`src/sv/assert_macros.svh`:
```
// ----------------------------------------------------------------------------
// Assertion macros
// Concurrent assertion wrappers; empty when SYNTHESIS is defined.
// ----------------------------------------------------------------------------
`ifndef ASSERT_MACROS_SVH
`define ASSERT_MACROS_SVH

`ifndef SYNTHESIS
// Same-cycle implication, clocked on clk, off during reset.
`define DMSP_ASSERT(label, ante, cons) \
  label: assert property (@(posedge clk) disable iff (!rst_n) (ante) |-> (cons)) \
    else $error("dmsp assertion failed");
// Next-cycle implication, clocked on clk, off during reset.
`define DMSP_ASSERT_NEXT(label, ante, cons) \
  label: assert property (@(posedge clk) disable iff (!rst_n) (ante) |=> (cons)) \
    else $error("dmsp assertion failed");
`else
`define DMSP_ASSERT(label, ante, cons)
`define DMSP_ASSERT_NEXT(label, ante, cons)
`endif

`endif

```
`src/sv/dmsp_pkg.sv`:
```
// ----------------------------------------------------------------------------
// dmsp_pkg
// Shared types and constants of the decimal money string parser.
// ----------------------------------------------------------------------------
`default_nettype none

package dmsp_pkg;

  localparam logic [7:0] CH_ZERO  = 8'h30;
  localparam logic [7:0] CH_NINE  = 8'h39;
  localparam logic [7:0] CH_MINUS = 8'h2D;
  localparam logic [7:0] CH_POINT = 8'h2E;

  localparam int AMT_W  = 64;
  localparam int MAC_W  = AMT_W + 4;
  localparam int FC_W   = 2;       // holds up to three fraction digits
  localparam int POW_W  = 10;      // holds 10^3
  localparam int PROD_W = AMT_W + POW_W;
  localparam int QDEPTH = 2;
  localparam int QPTR_W = $clog2(QDEPTH);
  localparam int QCNT_W = $clog2(QDEPTH + 1);

  typedef enum logic [1:0] {
    CL_DIGIT,
    CL_MINUS,
    CL_POINT,
    CL_OTHER
  } cls_t;

  typedef enum logic [1:0] {
    PH_SIGN  = 2'd0,
    PH_WHOLE = 2'd1,
    PH_FRAC  = 2'd2
  } phase_t;

  typedef struct packed {
    logic       has_char;
    logic       last;
    cls_t       cls;
    logic [3:0] digit;
  } entry_t;

  typedef struct packed {
    logic [AMT_W-1:0] mag;
    logic             neg;
    logic [FC_W-1:0]  fcount;
    logic             bad;
  } rec_t;

endpackage

`default_nettype wire

```
`src/sv/dmsp_front.sv`:
```
// ----------------------------------------------------------------------------
// dmsp_front
// Accepts characters, classifies them and queues them for the parser.
// ----------------------------------------------------------------------------
`default_nettype none

module dmsp_front (
  input  wire logic             clk,
  input  wire logic             rst_n,
  input  wire logic             in_valid,
  output logic                  in_stall,
  input  wire logic [7:0]       in_char_code,
  input  wire logic             in_has_char,
  input  wire logic             in_last,
  output logic                  q_valid_o,
  output dmsp_pkg::entry_t      q_data_o,
  input  wire logic             q_pop_i
);

  dmsp_pkg::entry_t                  slot_r [dmsp_pkg::QDEPTH];
  logic [dmsp_pkg::QPTR_W-1:0]       wr_ptr_r, wr_ptr_nxt;
  logic [dmsp_pkg::QPTR_W-1:0]       rd_ptr_r, rd_ptr_nxt;
  logic [dmsp_pkg::QCNT_W-1:0]       cnt_r, cnt_nxt;
  dmsp_pkg::entry_t                  ent;
  logic [7:0]                        dif;
  logic                              push, pop;

  always_comb begin
    dif          = in_char_code - dmsp_pkg::CH_ZERO;
    ent.has_char = in_has_char;
    ent.last     = in_last;
    ent.digit    = dif[3:0];
    if (in_char_code >= dmsp_pkg::CH_ZERO && in_char_code <= dmsp_pkg::CH_NINE) begin
      ent.cls = dmsp_pkg::CL_DIGIT;
    end else if (in_char_code == dmsp_pkg::CH_MINUS) begin
      ent.cls = dmsp_pkg::CL_MINUS;
    end else if (in_char_code == dmsp_pkg::CH_POINT) begin
      ent.cls = dmsp_pkg::CL_POINT;
    end else begin
      ent.cls = dmsp_pkg::CL_OTHER;
    end
  end

  assign in_stall  = !rst_n || (cnt_r == dmsp_pkg::QCNT_W'(dmsp_pkg::QDEPTH));
  assign push      = in_valid && !in_stall;
  assign q_valid_o = (cnt_r != '0);
  assign pop       = q_pop_i && q_valid_o;
  assign q_data_o  = slot_r[rd_ptr_r];

  always_comb begin
    wr_ptr_nxt = push ? wr_ptr_r + 1'b1 : wr_ptr_r;
    rd_ptr_nxt = pop ? rd_ptr_r + 1'b1 : rd_ptr_r;
    cnt_nxt    = cnt_r + dmsp_pkg::QCNT_W'(push) - dmsp_pkg::QCNT_W'(pop);
  end

  always_ff @(posedge clk) begin
    if (!rst_n) begin
      wr_ptr_r <= '0;
      rd_ptr_r <= '0;
      cnt_r    <= '0;
    end else begin
      wr_ptr_r <= wr_ptr_nxt;
      rd_ptr_r <= rd_ptr_nxt;
      cnt_r    <= cnt_nxt;
    end
  end

  always_ff @(posedge clk) begin
    if (push) begin
      slot_r[wr_ptr_r] <= ent;
    end
  end

endmodule

`default_nettype wire

```
`src/sv/dmsp_back.sv`:
```
// ----------------------------------------------------------------------------
// dmsp_back
// Parser state machine: folds queued characters into a magnitude and emits
// one end-of-string record per string.
// ----------------------------------------------------------------------------
`default_nettype none

`include "assert_macros.svh"

module dmsp_back #(
  parameter int FRACTION_DIGITS = 2
) (
  input  wire logic             clk,
  input  wire logic             rst_n,
  input  wire logic             q_valid_i,
  input  wire dmsp_pkg::entry_t q_data_i,
  output logic                  q_pop_o,
  output logic                  rec_valid_o,
  output dmsp_pkg::rec_t        rec_o,
  input  wire logic             rec_ready_i
);

  localparam int FCW = $clog2(FRACTION_DIGITS + 1);

  dmsp_pkg::phase_t             phase_r, phase_nxt;
  logic [dmsp_pkg::AMT_W-1:0]   acc_r, acc_nxt;
  logic                         neg_r, neg_nxt;
  logic [FCW-1:0]               fcount_r, fcount_nxt;
  logic                         failed_r, failed_nxt;
  logic                         rec_valid_r, rec_valid_nxt;
  dmsp_pkg::rec_t               rec_r, rec_nxt;

  dmsp_pkg::phase_t             ph_n;
  logic [dmsp_pkg::AMT_W-1:0]   acc_n;
  logic                         neg_n, fail_n;
  logic [FCW-1:0]               fc_n;
  logic [dmsp_pkg::MAC_W-1:0]   mac;
  logic                         mac_ovf, is_digit;
  logic                         ent_end, rec_slot, take;

  assign ent_end  = !q_data_i.has_char || q_data_i.last;
  assign rec_slot = !rec_valid_r || rec_ready_i;
  assign take     = q_valid_i && (!ent_end || rec_slot);
  assign q_pop_o  = take;
  assign is_digit = (q_data_i.cls == dmsp_pkg::CL_DIGIT);

  // acc * 10 + digit; anything past bit 62 is an overflow
  assign mac     = (dmsp_pkg::MAC_W'(acc_r) << 3) + (dmsp_pkg::MAC_W'(acc_r) << 1)
                 + dmsp_pkg::MAC_W'(q_data_i.digit);
  assign mac_ovf = |mac[dmsp_pkg::MAC_W-1:dmsp_pkg::AMT_W-1];

  always_comb begin
    ph_n   = phase_r;
    acc_n  = acc_r;
    neg_n  = neg_r;
    fc_n   = fcount_r;
    fail_n = failed_r;
    if (q_data_i.has_char && !failed_r) begin
      case (phase_r)
        dmsp_pkg::PH_WHOLE: begin
          if (is_digit) begin
            if (mac_ovf) fail_n = 1'b1;
            else         acc_n  = mac[dmsp_pkg::AMT_W-1:0];
          end else if (q_data_i.cls == dmsp_pkg::CL_POINT) begin
            ph_n = dmsp_pkg::PH_FRAC;
          end else begin
            fail_n = 1'b1;
          end
        end
        dmsp_pkg::PH_FRAC: begin
          if (is_digit && fcount_r < FCW'(FRACTION_DIGITS)) begin
            if (mac_ovf) fail_n = 1'b1;
            else         acc_n  = mac[dmsp_pkg::AMT_W-1:0];
            fc_n = fcount_r + 1'b1;
          end else begin
            fail_n = 1'b1;
          end
        end
        default: begin
          if (is_digit) begin
            if (mac_ovf) fail_n = 1'b1;
            else         acc_n  = mac[dmsp_pkg::AMT_W-1:0];
            ph_n = dmsp_pkg::PH_WHOLE;
          end else if (q_data_i.cls == dmsp_pkg::CL_MINUS) begin
            neg_n = 1'b1;
            ph_n  = dmsp_pkg::PH_WHOLE;
          end else begin
            fail_n = 1'b1;
          end
        end
      endcase
    end

    phase_nxt  = phase_r;
    acc_nxt    = acc_r;
    neg_nxt    = neg_r;
    fcount_nxt = fcount_r;
    failed_nxt = failed_r;
    if (take) begin
      if (ent_end) begin
        phase_nxt  = dmsp_pkg::PH_SIGN;
        acc_nxt    = '0;
        neg_nxt    = 1'b0;
        fcount_nxt = '0;
        failed_nxt = 1'b0;
      end else begin
        phase_nxt  = ph_n;
        acc_nxt    = acc_n;
        neg_nxt    = neg_n;
        fcount_nxt = fc_n;
        failed_nxt = fail_n;
      end
    end

    rec_nxt.mag    = acc_n;
    rec_nxt.neg    = neg_n;
    rec_nxt.fcount = dmsp_pkg::FC_W'(fc_n);
    rec_nxt.bad    = fail_n || (ph_n == dmsp_pkg::PH_FRAC && fc_n == '0);

    if (take && ent_end) begin
      rec_valid_nxt = 1'b1;
    end else if (rec_ready_i) begin
      rec_valid_nxt = 1'b0;
    end else begin
      rec_valid_nxt = rec_valid_r;
    end
  end

  always_ff @(posedge clk) begin
    if (!rst_n) begin
      phase_r     <= dmsp_pkg::PH_SIGN;
      acc_r       <= '0;
      neg_r       <= 1'b0;
      fcount_r    <= '0;
      failed_r    <= 1'b0;
      rec_valid_r <= 1'b0;
    end else begin
      phase_r     <= phase_nxt;
      acc_r       <= acc_nxt;
      neg_r       <= neg_nxt;
      fcount_r    <= fcount_nxt;
      failed_r    <= failed_nxt;
      rec_valid_r <= rec_valid_nxt;
    end
  end

  always_ff @(posedge clk) begin
    if (take && ent_end) begin
      rec_r <= rec_nxt;
    end
  end

  assign rec_valid_o = rec_valid_r;
  assign rec_o       = rec_r;

  `DMSP_ASSERT_NEXT(a_end_clears, take && ent_end, phase_r == dmsp_pkg::PH_SIGN && !failed_r && acc_r == '0)
  `DMSP_ASSERT(a_frac_count_phase, fcount_r != '0, phase_r == dmsp_pkg::PH_FRAC)
  `DMSP_ASSERT_NEXT(a_fail_sticky, failed_r && !(take && ent_end), failed_r)
  `DMSP_ASSERT_NEXT(a_rec_hold, rec_valid_r && !rec_ready_i, rec_valid_r && $stable(rec_r))

endmodule

`default_nettype wire

```
`src/sv/dmsp_finish.sv`:
```
// ----------------------------------------------------------------------------
// dmsp_finish
// Scales the magnitude to full fraction precision, checks range and sign,
// and holds the result for the output channel.
// ----------------------------------------------------------------------------
`default_nettype none

module dmsp_finish #(
  parameter int FRACTION_DIGITS = 2
) (
  input  wire logic                          clk,
  input  wire logic                          rst_n,
  input  wire logic                          rec_valid_i,
  input  wire dmsp_pkg::rec_t                rec_i,
  output logic                               rec_ready_o,
  output logic                               out_valid,
  input  wire logic                          out_stall,
  output logic signed [dmsp_pkg::AMT_W-1:0]  out_amount,
  output logic                               out_ok
);

  logic [dmsp_pkg::FC_W-1:0]    missing;
  logic [dmsp_pkg::PROD_W-1:0]  mag_w;
  logic [dmsp_pkg::PROD_W-1:0]  prod;
  logic                         prod_ovf;

  logic                         a_valid_r, a_valid_nxt;
  logic [dmsp_pkg::AMT_W-1:0]   a_mag_r;
  logic                         a_neg_r, a_bad_r;
  logic                         o_valid_r, o_valid_nxt;
  logic [dmsp_pkg::AMT_W-1:0]   o_amount_r;
  logic                         o_ok_r;
  logic                         out_ready, a_ready;

  assign out_ready   = !o_valid_r || !out_stall;
  assign a_ready     = !a_valid_r || out_ready;
  assign rec_ready_o = a_ready;

  // scale by ten for each fraction digit not given
  assign missing  = dmsp_pkg::FC_W'(FRACTION_DIGITS) - rec_i.fcount;

  always_comb begin
    mag_w = dmsp_pkg::PROD_W'(rec_i.mag);
    case (missing)
      2'd0:    prod = mag_w;
      2'd1:    prod = (mag_w << 3) + (mag_w << 1);
      2'd2:    prod = (mag_w << 6) + (mag_w << 5) + (mag_w << 2);
      default: prod = (mag_w << 10) - (mag_w << 4) - (mag_w << 3);
    endcase
  end

  assign prod_ovf = |prod[dmsp_pkg::PROD_W-1:dmsp_pkg::AMT_W-1];

  always_comb begin
    a_valid_nxt = a_ready ? rec_valid_i : a_valid_r;
    o_valid_nxt = out_ready ? a_valid_r : o_valid_r;
  end

  always_ff @(posedge clk) begin
    if (!rst_n) begin
      a_valid_r <= 1'b0;
      o_valid_r <= 1'b0;
    end else begin
      a_valid_r <= a_valid_nxt;
      o_valid_r <= o_valid_nxt;
    end
  end

  always_ff @(posedge clk) begin
    if (a_ready && rec_valid_i) begin
      a_mag_r <= prod[dmsp_pkg::AMT_W-1:0];
      a_neg_r <= rec_i.neg;
      // a minus sign on a zero value is rejected
      a_bad_r <= rec_i.bad || prod_ovf || (rec_i.neg && rec_i.mag == '0);
    end
    if (out_ready && a_valid_r) begin
      if (a_bad_r) begin
        o_amount_r <= '0;
      end else if (a_neg_r) begin
        o_amount_r <= '0 - a_mag_r;
      end else begin
        o_amount_r <= a_mag_r;
      end
      o_ok_r <= !a_bad_r;
    end
  end

  assign out_valid  = o_valid_r;
  assign out_amount = o_amount_r;
  assign out_ok     = o_ok_r;

endmodule

`default_nettype wire

```
`src/sv/decimal_money_string_parser_core.sv`:
```
// ----------------------------------------------------------------------------
// decimal_money_string_parser_core
// Streams an amount string in and returns its value in units of 10^-FRACTION_DIGITS (hundredths by default).
// ----------------------------------------------------------------------------
// Takes one character per item and accepts a new item every clock cycle while in_stall is low.
// A string ends at an item with in_has_char=1 and in_last=1, or at any item
// with in_has_char=0 (alone, the empty string, which gives 0). One result
// follows each string: out_amount in units of 10^-FRACTION_DIGITS,
// two's complement, with out_ok=1, or 0 with out_ok=0 on a syntax error,
// a point with no fraction digits, a negative zero or 64-bit overflow.
// Characters pass a two-entry queue into the parser, whose combinational
// multiply-add by ten sets the rate of one character per cycle while no
// stall holds it; the result of a string goes through the parser record,
// the scaling register and the output register before out_valid rises.
// ----------------------------------------------------------------------------
`default_nettype none

module decimal_money_string_parser_core #(
  parameter int FRACTION_DIGITS = 2
) (
  input  wire logic                          clk,
  input  wire logic                          rst_n,
  input  wire logic                          in_valid,
  output logic                               in_stall,
  input  wire logic [7:0]                    in_char_code,
  input  wire logic                          in_has_char,
  input  wire logic                          in_last,
  output logic                               out_valid,
  input  wire logic                          out_stall,
  output logic signed [dmsp_pkg::AMT_W-1:0]  out_amount,
  output logic                               out_ok
);

  logic              q_valid, q_pop;
  dmsp_pkg::entry_t  q_data;
  logic              rec_valid, rec_ready;
  dmsp_pkg::rec_t    rec;

  dmsp_front u_front (
    .clk          (clk),
    .rst_n        (rst_n),
    .in_valid     (in_valid),
    .in_stall     (in_stall),
    .in_char_code (in_char_code),
    .in_has_char  (in_has_char),
    .in_last      (in_last),
    .q_valid_o    (q_valid),
    .q_data_o     (q_data),
    .q_pop_i      (q_pop)
  );

  dmsp_back #(
    .FRACTION_DIGITS (FRACTION_DIGITS)
  ) u_back (
    .clk         (clk),
    .rst_n       (rst_n),
    .q_valid_i   (q_valid),
    .q_data_i    (q_data),
    .q_pop_o     (q_pop),
    .rec_valid_o (rec_valid),
    .rec_o       (rec),
    .rec_ready_i (rec_ready)
  );

  dmsp_finish #(
    .FRACTION_DIGITS (FRACTION_DIGITS)
  ) u_finish (
    .clk         (clk),
    .rst_n       (rst_n),
    .rec_valid_i (rec_valid),
    .rec_i       (rec),
    .rec_ready_o (rec_ready),
    .out_valid   (out_valid),
    .out_stall   (out_stall),
    .out_amount  (out_amount),
    .out_ok      (out_ok)
  );

endmodule

`default_nettype wire
```
`config.mk`:
```
export PLATFORM = sky130hd
export DESIGN_NAME = decimal_money_string_parser_core
export DESIGN_NICKNAME = d
export VERILOG_FILES = /design/src/sv/dmsp_pkg.sv /design/src/sv/dmsp_front.sv /design/src/sv/dmsp_back.sv /design/src/sv/dmsp_finish.sv /design/src/sv/decimal_money_string_parser_core.sv
export VERILOG_INCLUDE_DIRS = /design/src /design/src/sv
export SDC_FILE = /design/constraint.sdc
export NUM_CORES = 2
export LEC_CHECK = 0
export BUFFER_PORTS_ARGS = -buffer_cell sky130_fd_sc_hd__buf_2
export CAP_MARGIN = 20
export CORE_AREA = 2 2 284 342
export CTS_CLUSTER_DIAMETER = 100
export CTS_CLUSTER_SIZE = 28
export DETAILED_ROUTE_END_ITERATION = 16
export DIE_AREA = 0 0 286 344
export PLACE_DENSITY = 0.57
export RECOVER_POWER = 50
export SYNTH_ARGS = -nofsm -noshare
export SYNTH_HDL_FRONTEND = slang
export SYNTH_HIERARCHICAL = 1
export SYNTH_SLANG_ARGS = --single-unit
```
`constraint.sdc`:
```
create_clock -name clk -period 8.1 [get_ports clk]
set_clock_uncertainty 0.05 [all_clocks]
set_input_delay 0.405 -clock clk [delete_from_list [all_inputs] [get_ports clk]]
set_output_delay 0.405 -clock clk [all_outputs]
set_load 0.01 [all_outputs]
```
# After elaboration in Yosys (flattened, before gate mapping)
# Memories as Yosys holds them, arrays and structs flattened. A register that Yosys moved wholly into a read port is not among the register bits.
# Cells that the tools add are included.
[word_totals]
latchBits = 0
ff_bits = 276
word_cells = 130
out_inout_bits = 67
ram_bits = 16
input_bits = 14
rom_bits = 0
memories = 1
[memory_table]
columns = ["memory", "depth", "word_bits", "read_ports", "rd_clocked_by_memory_dff", "write_ports", "line", "text"]
rows = [
  ["u_front.slot_r", 2, 8, 1, 1, 1, "dmsp_front.sv:20", "dmsp_pkg::entry_t slot_r [dmsp_pkg::QDEPTH];"],
]
[classes]
shift = 0
eq_ne = 10
muxes = 42
n_bitwise = 0
n_div = 0
magnitude_cmp = 3
reduce_logical = 39
multipliers = 0
addsub = 15
[op_table]
columns = ["cell", "count"]
rows = [
  ["$mux 64", 7],
  ["$pmux 74 s3", 1],
  ["$add 67x65->68", 2],
  ["$add 74x66->74", 1],
  ["$sub 74x67->74", 1],
  ["$sub 74x68->74", 1],
  ["$add 70x69->71", 1],
  ["$add 68x4->68", 1],
  ["$logic_not 64->1", 1],
  ["$sub 1x64->64 const A", 1],
  ["$mux 2", 12],
  ["$mux 1", 20],
  ["$eq 8x6->1 const B", 2],
  ["$logic_and 1x1->1", 11],
  ["$reduce_or 11->1", 1],
  ["$eq 2x2->1 const B", 5],
  ["$logic_not 1->1", 10],
  ["$logic_or 1x1->1", 9],
  ["$ge 8x6->1 const B", 1],
  ["$le 8x6->1 const B", 1],
  ["$eq 2x1->1 const B", 3],
  ["$logic_not 2->1", 3],
  ["$reduce_or 5->1", 1],
  ["$pmux 2 s2", 1],
  ["10 further kinds", 12],
]

# Longest topological paths before layout
[logic_depth]
word_depth = 9
depth_mapped = 19
mapped_depth_nobuf = 16

# Cells and area by module
# The synthesis kept the hierarchy.
[by_module_without_submodules]
columns = ["module", "seq_area_each_um2", "area_per_inst_um2", "instances", "cells_each"]
rows = [
  ["dmsp_finish", 3973.8, 22161.3, 1, 2555],
  ["dmsp_back", 3463.3, 10052.1, 1, 1029],
  ["dmsp_front", 580.6, 868.3, 1, 58],
]

# Worst setup path before layout
# Ideal clock, no wire load.
[synth_timing]
path_kind = "input to register"
start = "input out_stall"
end = "register u_finish.o_amount_r (netlist bit u_finish/out_amount[0]), enable pin"
stages = 1
setup_slack_ns = 2.318
arrival_ns = 5.145
path_buffers = 0
setup_time_ns = 0.587
required_ns = 7.463
cell_sequence = "a21boi_0"
[synth_between]
elab_chain_cells = 3
[synth_lines]
columns = ["element", "line", "text"]
rows = [
  ["start: declaration", "decimal_money_string_parser_core.sv:29", "input wire logic out_stall,"],
  ["$logic_not 1->1", "dmsp_finish.sv:35", "assign out_ready = !o_valid_r || !out_stall;"],
  ["$logic_or 1x1->1", "dmsp_finish.sv:35", ""],
  ["$logic_and 1x1->1", "dmsp_finish.sv:76", "if (out_ready && a_valid_r) begin"],
  ["end signal: assignment", "dmsp_finish.sv:80", "o_amount_r <= '0 - a_mag_r;"],
  ["end signal: assignment", "dmsp_finish.sv:82", "o_amount_r <= a_mag_r;"],
  ["end: declaration", "dmsp_finish.sv:31", "logic [dmsp_pkg::AMT_W-1:0] o_amount_r;"],
]
# Every way passes these cells.
# A chain may end at the register's enable or synchronous reset.

# Worst setup path after layout
[layout_timing]
start = "register u_back.rec_r (netlist bit u_back/rec_o[4])"
end = "register u_finish.a_bad_r, data pin"
[layout_between]
elab_chain_cells = 6
elab_cells_between_ends = 11
classes_between = "5 x add/sub; 1 x mux; 5 x reduce/logical"
[layout_lines]
columns = ["element", "line", "text"]
rows = [
  ["start: declaration", "dmsp_back.sv:31", "dmsp_pkg::rec_t rec_r, rec_nxt;"],
  ["start signal: assignment", "dmsp_back.sv:149", "rec_r <= rec_nxt;"],
  ["$sub 74x68->74 / $add 70x69->71 (equally long branches)", "dmsp_finish.sv:48, dmsp_finish.sv:47", ""],
  ["$sub 74x67->74 / $add 74x66->74 (equally long branches)", "dmsp_finish.sv:48, dmsp_finish.sv:47", ""],
  ["$pmux 74 s3", "dmsp_finish.sv:44", "case (missing)"],
  ["$reduce_or 11->1", "dmsp_finish.sv:52", "assign prod_ovf = |prod[dmsp_pkg::PROD_W-1:dmsp_pkg::AMT_W-1];"],
  ["$logic_or 1x1->1", "dmsp_finish.sv:74", "a_bad_r <= rec_i.bad || prod_ovf || (rec_i.neg && rec_i.mag == '0);"],
  ["$logic_or 1x1->1 (*)", "dmsp_finish.sv:74", ""],
  ["end signal: assignment", "dmsp_finish.sv:74", ""],
  ["end: declaration", "dmsp_finish.sv:29", "logic a_neg_r, a_bad_r;"],
]
# Mark *: on every way between the ends. The rest lies on a longest branch, timed or not.

==> impl_metrics.py <==
metrics = {
    "detailed_routing": {
        "firstDrtPassIters": 6,
        "first_iter_violations": 2022,
        "viasPerCell": 5.66,
        "route.detailed.drc": 0,
        "antenna_left": 0,
        "wl_per_cell_um": 20.4,
        "num_vias": 27400,
        "wl_mm": 98.9,
    },
    "cts": {
        "cts_inserted_buffers": 19,
        "clock_latency_ns": 0.58,
        "htreeDepth": 1,
        "post_cts_buffers": 0,
        "cts_tree": "done",
        "clock-sinks": 293,
        "cts-root-buf": "clkbuf_16",
        "clock_path_buffers": 3,
        "path_clk_slew_ns": 0.09,
    },
    "critical_path": {
        "worstPathMaxFanout": 10,
        "cp.arrival_ns": 6.25,
        "worst_setup_path_end_kind": "flip-flop",
        "required_ns": 8.36,
        "crit_type": "reg2reg",
        "critPathLaunchType": "flip-flop",
    },
    "yosys": {
        "synthCells": 3642,
        "synth-seq-cells": 293,
        "synth_area_per_cell_sq_um": 9.08,
        "seq_area_frac_synth": 0.242,
        "yosysWarnings": 6,
        "synth_edf_count": 215,
        "ys.flop_type": "edfxtp_1",
        "syn-cell-area_sq_um": 33100,
        "synth_fp_nets": 4146,
        "synth.distinct_cells": 92,
        "async_flop_share": 0,
    },
    "outcome": {
        "violations": "capacitance limit, slew limit",
        "outcome": "finished, violations left",
    },
    "floorplan": {
        "dieArea_sq_um": 98400,
        "chipHeight_um": 344,
        "start_util": 0.348,
        "core_area_sq_um": 95000,
        "die_x_um": 286,
        "rows": 124,
        "ios": 81,
    },
    "global_route": {
        "grt_use_total": 0.197,
        "gr-usage-met1": 0.254,
        "grt_util_met2": 0.346,
        "antenna_found_initial": 1,
        "use_met3": 0.0131,
        "gr-max-usage-layer": "met2",
        "grt_overflow": 0,
        "grt_pass1_vias": 27500,
        "grt_start_max_net_pins": 69,
        "grt_pass1_wl_mm": 154,
    },
    "timing": {
        "max_freq_ghz": 0.167,
        "slew_violations": 301,
        "layout_min_cycle_time_ns": 5.99,
        "final_hold_viol_count": 0,
        "setup_viol": 0,
        "worst_slew_pin_slew_ns": 3.95,
        "relSlewSlack": -1.64,
        "grt_setup_unrepaired": "no",
        "post-route-period-util": 0.740,
        "setup-tns-final_ns": 0,
    },
    "placed_design": {
        "place_area_sq_um": 34400,
        "dp_hpwl_mm": 79.7,
        "io_buffers": 80,
        "finalWeightedCongestion": 0.957,
    },
    "finish": {
        "post-route-cell-area_sq_um": 35000,
        "final_common_cell": "ha_1",
        "layout_common_cells": "ha_1, a21oi_1, nand2_1, nor2_1, edfxtp_1",
        "area_growth_pct": 5.78,
        "nNetsFinal": 4079,
        "layout-drive-gt1-share": 0.0480,
        "antenna_cells": 0,
    },
    "flow_run": {
        "maxCapViolCount": 5,
    },
    "hold_path": {
        "hold_class": "in2reg",
    },
}
==> layout make-up <==
cell class	count	area, sq um
clock buffer	23	490
clock inverter	10	184
fill	9857	60000
inverter	161	604
multi-input combinational	3000	23700
sequential	293	8020
tap	1260	1580
timing repair buffer	100	448
==> metal layers <==
metal  up-vias  part of all wire
met5         -                 0
li1      13400                 -
met1     13200              0.44
met2       709              0.48
met4         0             0.036
met3       124             0.040
==> logic make-up after synthesis <==
group | count (synthesis) | share of synthesized area
adders and majority gates | 490 | 0.213
muxes | 131 | 0.0627
DFF | 293 | 0.242
buffers and inverters | 349 | 0.0424
AOI/OAI and AO/OA | 1082 | 0.215
xor gates and xnor gates | 307 | 0.0815
and+or+nand+nor | 990 | 0.143
==> critical path, stage by stage, from the launching register on <==
cell,delay [ns]
edfxtp_1,0.60
inv_1,0.20
fa_1,0.57
inv_1,0.04
ha_1,0.39
a21oi_1,0.26
o22ai_1,0.12
o311ai_0,0.68
o211ai_1,0.46
nor3_1,0.45
o21ai_0,0.27
a221oi_1,0.57
o21ai_0,0.22
xor2_1,0.17
o41a_1,0.44
a211o_1,0.26
==> state kept, by name, indices dropped and copies added, names as in the netlist, named ones only <==
| signal | count |
|---|---|
| u_finish/out_ok | 1 |
| u_finish/a_neg_r | 1 |
| u_front/slot_r | 16 |
| u_back/rec_valid_o | 1 |
| u_finish/a_valid_r | 1 |
| u_front/rd_ptr_r | 1 |
| u_back/rec_o | 68 |
| u_front/cnt_r | 2 |
| u_back/phase_r | 2 |
| u_finish/a_mag_r | 64 |
| u_back/neg_r | 1 |
| u_front/wr_ptr_r | 1 |
| u_back/acc_r | 64 |
| u_finish/a_bad_r | 1 |
| u_finish/out_valid | 1 |
| u_back/failed_r | 1 |
| u_back/fcount_r | 2 |
| u_finish/out_amount | 64 |
==> synthesized netlist by cell type, types with 8 or more instances <==
cell type	n	area, sq um
fa_1	121	2420
or2_2	18	113
clkbuf_1	153	574
xnor2_1	147	1290
nand4_1	113	707
and2_1	17	106
nor4_1	22	138
a21boi_0	18	135
a22o_1	64	561
mux4_2	54	1220
dfxtp_1	78	1560
inv_1	160	601
o221ai_1	8	70.1
mux2i_1	8	80.1
o21bai_1	58	435
nand2_1	297	1110
a221oi_1	21	184
mux2_2	21	236
nand2b_1	20	125
a311oi_1	9	78.8
and3_1	26	163
a22oi_1	9	67.6
nor2b_1	28	175
o31ai_1	42	315
nor2_1	277	1040
o21ai_0	202	1010
and4_1	11	96.3
a211oi_1	35	263
a221o_1	8	80.1
xor2_1	159	1390
mux2_1	48	541
a21o_1	134	1010
o21a_1	34	255
edfxtp_1	215	6460
or3_1	19	119
a21oi_1	310	1550
a31oi_1	26	163
or4_1	8	60.1
o211ai_1	22	165
nand3_1	50	250
ha_1	369	4620
nor3_1	54	270
buf_2	18	90.1
a41oi_1	9	78.8
==> metrics by stage <==
stage | setup slack (ns) | hold slack [ns] | util | std cells
after floorplan | 2.32 | 0.377 | - | 3642
after global placement | 2.11 | 0.410 | 0.362 | 4809
after detailed placement | 2.11 | 0.420 | 0.362 | 4810
after CTS | 2.05 | 0.000738 | 0.370 | 4847
after global routing | 1.82 | 0.0994 | 0.369 | 4847
final | 2.11 | 0.0888 | 0.369 | 4847
==> timing repair <==
action | CTS | global route
endpoints found under the hold margin | 8 | 0
hold buffers | 4 | 0
resized for setup | 0 | 0
==> worst paths after layout <==
path / end / depth (start not counted) / slack [ns] / start
setup / recovery: u_finish/a_bad_r / 15 / 2.11 / u_back/rec_o[4]
hold reg to reg: u_finish/a_valid_r / 2 / 0.44 / u_back/rec_valid_o
setup reg to reg: u_finish/a_bad_r / 15 / 2.11 / u_back/rec_o[4]
hold / removal: u_finish/out_valid / 3 / 0.09 / out_stall
Power is left out: the tool's default activity adds up to more than one toggle a clock period on the data nets, which glitch-free logic cannot reach.
